$ cat config.mk
export PLATFORM = sky130hd
export DESIGN_NAME = whac_isqrt
export DESIGN_NICKNAME = d
export VERILOG_FILES = /design/src/rtl/weighted_histogram_accumulator_core_defines.svh /design/src/rtl/whac_isqrt.sv
export SDC_FILE = /design/constraint.sdc
export NUM_CORES = 1
export LEC_CHECK = 0
export CORE_ASPECT_RATIO = 0.5
export CORE_MARGIN = 2
export CORE_UTILIZATION = 45
export DETAILED_ROUTE_END_ITERATION = 8
export DONT_BUFFER_PORTS = 1
export GPL_ROUTABILITY_DRIVEN = 0
export PLACE_DENSITY = 0.67
export SETUP_SLACK_MARGIN = 0.15
export SLEW_MARGIN = 20
export SYNTH_ARGS = -nofsm -noshare
export SYNTH_HDL_FRONTEND = slang
export SYNTH_SLANG_ARGS = --single-unit
$ cat constraint.sdc
create_clock -name clk -period 3.45 [get_ports clk]
set_clock_uncertainty 0.15 [all_clocks]
set_input_delay 0.1725 -clock clk [delete_from_list [all_inputs] [get_ports clk]]
set_output_delay 0.1725 -clock clk [all_outputs]
set_load 0.05 [all_outputs]
$ cat src/rtl/weighted_histogram_accumulator_core_defines.svh
// ----------------------------------------------------------------------------
// Assertion macros for the weighted histogram accumulator
// Concurrent checks that compile away when SYNTHESIS is set
// ----------------------------------------------------------------------------
`ifndef WEIGHTED_HISTOGRAM_ACCUMULATOR_CORE_DEFINES_SVH
`define WEIGHTED_HISTOGRAM_ACCUMULATOR_CORE_DEFINES_SVH
`ifndef SYNTHESIS
`define WHA_ASSERT_IMPL(label, clk, rst, ante, cons) \
  label: assert property (@(posedge clk) disable iff (rst) (ante) |-> (cons)) \
    else $error("implication check failed");
`define WHA_ASSERT_NEXT(label, clk, rst, ante, cons) \
  label: assert property (@(posedge clk) disable iff (rst) (ante) |=> (cons)) \
    else $error("next-cycle check failed");
`else
`define WHA_ASSERT_IMPL(label, clk, rst, ante, cons)
`define WHA_ASSERT_NEXT(label, clk, rst, ante, cons)
`endif
`endif

$ cat src/rtl/whac_isqrt.sv
// ----------------------------------------------------------------------------
// whac_isqrt
// Digit-by-digit integer square root of a 64-bit value, two bits per cycle
// ----------------------------------------------------------------------------
`default_nettype none
module whac_isqrt (
  input  wire logic        clk,
  input  wire logic        rst,
  input  wire logic        start,
  input  wire logic [63:0] value,
  output logic             done,
  output logic [31:0]      root
);
  logic [63:0] radicand;
  logic [33:0] rem;
  logic [4:0]  step;
  logic        busy;
  logic [33:0] rem_shift;
  logic [33:0] trial;

  assign rem_shift = {rem[31:0], radicand[63:62]};
  assign trial     = {root, 2'b01};

  always_ff @(posedge clk) begin
    if (rst) begin
      busy <= 1'b0;
      done <= 1'b0;
      step <= '0;
    end else begin
      done <= 1'b0;
      if (start) begin
        busy <= 1'b1;
        step <= '0;
      end else if (busy) begin
        step <= step + 5'd1;
        if (step == 5'd31) begin
          busy <= 1'b0;
          done <= 1'b1;
        end
      end
    end
  end

  always_ff @(posedge clk) begin
    if (start) begin
      radicand <= value;
      rem      <= '0;
      root     <= '0;
    end else if (busy) begin
      radicand <= {radicand[61:0], 2'b00};
      if (rem_shift >= trial) begin
        rem  <= rem_shift - trial;
        root <= {root[30:0], 1'b1};
      end else begin
        rem  <= rem_shift;
        root <= {root[30:0], 1'b0};
      end
    end
  end
endmodule
`default_nettype wire

==> flow_summary.ini <==
[power]
power_w = 0.00741
power_per_cell_area_nw_per_um2 = 797
vdd_ir_drop_max_mv = 0.538
total_leakage_power_nw = 3.64

[layout]
register_area_um2 = 3350
finish.utilization_pct = 56.6
final_cell_mix = sky130_fd_sc_hd__nor2_1, sky130_fd_sc_hd__nand2_1, sky130_fd_sc_hd__dfxtp_1, sky130_fd_sc_hd__dlygate4sd3_1, sky130_fd_sc_hd__edfxtp_1
layout-drive-gt1-share_pct = 18.9
area.growth.synth_to_final_pct = 22.4
commonest_non_fill_non_tap_cell_in_the_layout = sky130_fd_sc_hd__nor2_1
area_of_the_multi_input_gates_um2 = 3880
final_cell_area_um2 = 9300
nNetsFinal = 946
fillers = 1397
insertedDiodeCount = 0

[timing]
setup_viol = 0
unrepaired_setup_endpoints_after_global_routing = no
timing.fmax_mhz = 318
timing.hold.ws_ps = 44.7
finalCriticalPeriod_ps = 3140
final-hold-violation-count = 0
slew_at_the_pin_with_the_worst_max_slew_slack_ps = 785
maxSlewViolCount = 0
max-slew-margin-rel_pct = 47.4
period_share_pct = 91.1
setup-tns-final_ps = 0

[synth]
number_of_library_cell_types_mapped_by_synthesis = 71
synth_seq_cells = 135
muxShareOfSynthArea_pct = 14.4
synth-xor-area-share_pct = 2.42
synth_seq_area_share_pct = 44.0
synth_fa_ha_area_share_pct = 5.92
asyncSetResetFlopFracSynth_pct = 0
synthesized_area_per_cell_um2 = 10.1
synthesis.nets = 859
netlist_area_um2 = 7600
area_fraction_in_compound_gates_after_synthesis_pct = 14.9
synth_edf_count = 64
dominant_combinational_cell_family_by_area_after_synthesis = compound AO/OA/AOI/OAI gates
yosysWarningCount = 0
syn-instance-count = 756
synth_simple_gate_area_share_pct = 13.4
synth-main-ff-cell = sky130_fd_sc_hd__dfxtp_1

[routing]
avgViaCountPerCell = 5.50
vias = 5961
detail_route.first_pass.iterations = 5
remaining_drc_errors = 0
route.final.wire_length_mm = 17.5
routedWlPerCell_um = 16.2
drt_iter0_drc = 442
route.antenna.remaining_nets = 0

[grt]
grt_overflow_total = 0
first_global_vias = 5673
grt_pass1_wl_mm = 28.7
number_of_antenna_violations_at_the_first_check_in_global_routing = 0
grt_start_max_net_pins = 130
grt_util_all_layers_pct = 20.1

[clock_network]
numCtsBuffers = 17
cts_max_path_buffers = 2
cts_clk_pin_slew_worst_paths_ps = 60
cts.sinks = 135
cts.htree.levels = 4
tritoncts_clock_tree = done
post_cts_resized = 0
cts_setup_buffers = 0
clock-root-buffer = sky130_fd_sc_hd__clkbuf_16
postCtsHoldBufs = 67
clock_latency_ps = 420

[placed_design]
detailed_placement_wirelength_estimate_mm = 11.6
place.port_buffers = 0
postPlaceCellArea_um2 = 8010

[outcome]
run_status = completed

[floorplanning]
num_rows = 33
horizontal_die_dimension_um = 188
floorplan.initialDensity_pct = 46.3
core_area_um2 = 16400
floorplan.die_area_um2 = 18000
design.portCount = 100
dieHeight_um = 95.9

[flow_run]
drv.max_cap_violation_count = 0

[setup_path]
setup.worst_path.end_class = flip-flop
path_class = flip-flop to flip-flop
critical_path_peak_fanout = 7
cp.arrival_ps = 3270
critPathLaunchType = flip-flop
worst-endpoint-required_ps = 3580

[min_path]
min_path_type = input port to flip-flop
## worst max-delay path, stage by stage, from the launching register on
cell and delay, ps:
sky130_fd_sc_hd__dfxtp_1 330, sky130_fd_sc_hd__inv_1 50, sky130_fd_sc_hd__ha_1 380, sky130_fd_sc_hd__a211oi_1 260
sky130_fd_sc_hd__o21bai_1 150, sky130_fd_sc_hd__or4_1 590, sky130_fd_sc_hd__a32o_1 290, sky130_fd_sc_hd__a31o_1 250
sky130_fd_sc_hd__o221ai_1 250, sky130_fd_sc_hd__mux2i_1 240, sky130_fd_sc_hd__a21oi_1 80
## power by group
group | switching [W] | internal (W)
logic | 0.00207 | 0.00149
clock network | 0.000841 | 0.000981
registers | 0.000144 | 0.00189
total | 0.00305 | 0.00436
## per-stage QoR
step	worst slack, ps	std cells
floorplan	231	756
global placement	410	984
detailed placement	401	984
CTS	357	1083
global route	171	1083
finish	306	1083
## per-layer routing
layer	track usage, %	share of wire (%)	routed length, um
met5	0	0	0
met4	6.17	1.0	175
met3	6.34	7.6	1340
met2	32.9	46	7970
met1	25.8	46	8020
## layout make-up
type | count | area share, %
Clock inverter | 15 | 1.90
Sequential cell | 135 | 36.0
Clock buffer | 17 | 4.57
Tap cell | 227 | 3.05
Inverter | 47 | 1.90
Timing Repair Buffer | 107 | 10.9
Multi-Input combinational cell | 535 | 41.7
## cell families after synthesis
logic type               Yosys count
AND/OR/NAND/NOR                  225
AO/OA/AOI/OAI                    151
flip-flops                       135
multiplexers                     102
buffers and inverters             86
adder cells (fa/ha/maj)           36
XOR/XNOR                          21
## sequential cells by signal, indices dropped and copies added (netlist names)
register,count
step,5
done,1
root,32
radicand,64
busy,1
rem,32
## synthesized netlist by cell type (all sizes together) (12+ instances only)
cell type  instances  area, um^2
a21o              12        90.1
a21oi             37         204
a311oi            21         228
buf               14         109
clkbuf            25        93.8
dfxtp             71        1420
edfxtp            64        1920
ha                36         450
inv               47         176
mux2              62         698
mux2i             40         400
nand2             73         277
nand3             17        90.1
nor2              88         338
o21ai             26         138
xnor2             13         114
## path summary, 6_finish.rpt
check	end	startpoint	cells after the start	slack [ps]
worst max-delay path	rem[31]$_SDFFE_PP0P_	root[20]$_SDFFE_PP0P_	10	310
worst min-delay path	root[4]$_SDFFE_PP0P_	start	2	40
worst max register to register	rem[31]$_SDFFE_PP0P_	root[20]$_SDFFE_PP0P_	10	310
worst min register to register	rem[0]$_SDFFE_PP0P_	rem[0]$_SDFFE_PP0P_	2	360
Power figures use the tool's default switching activity.
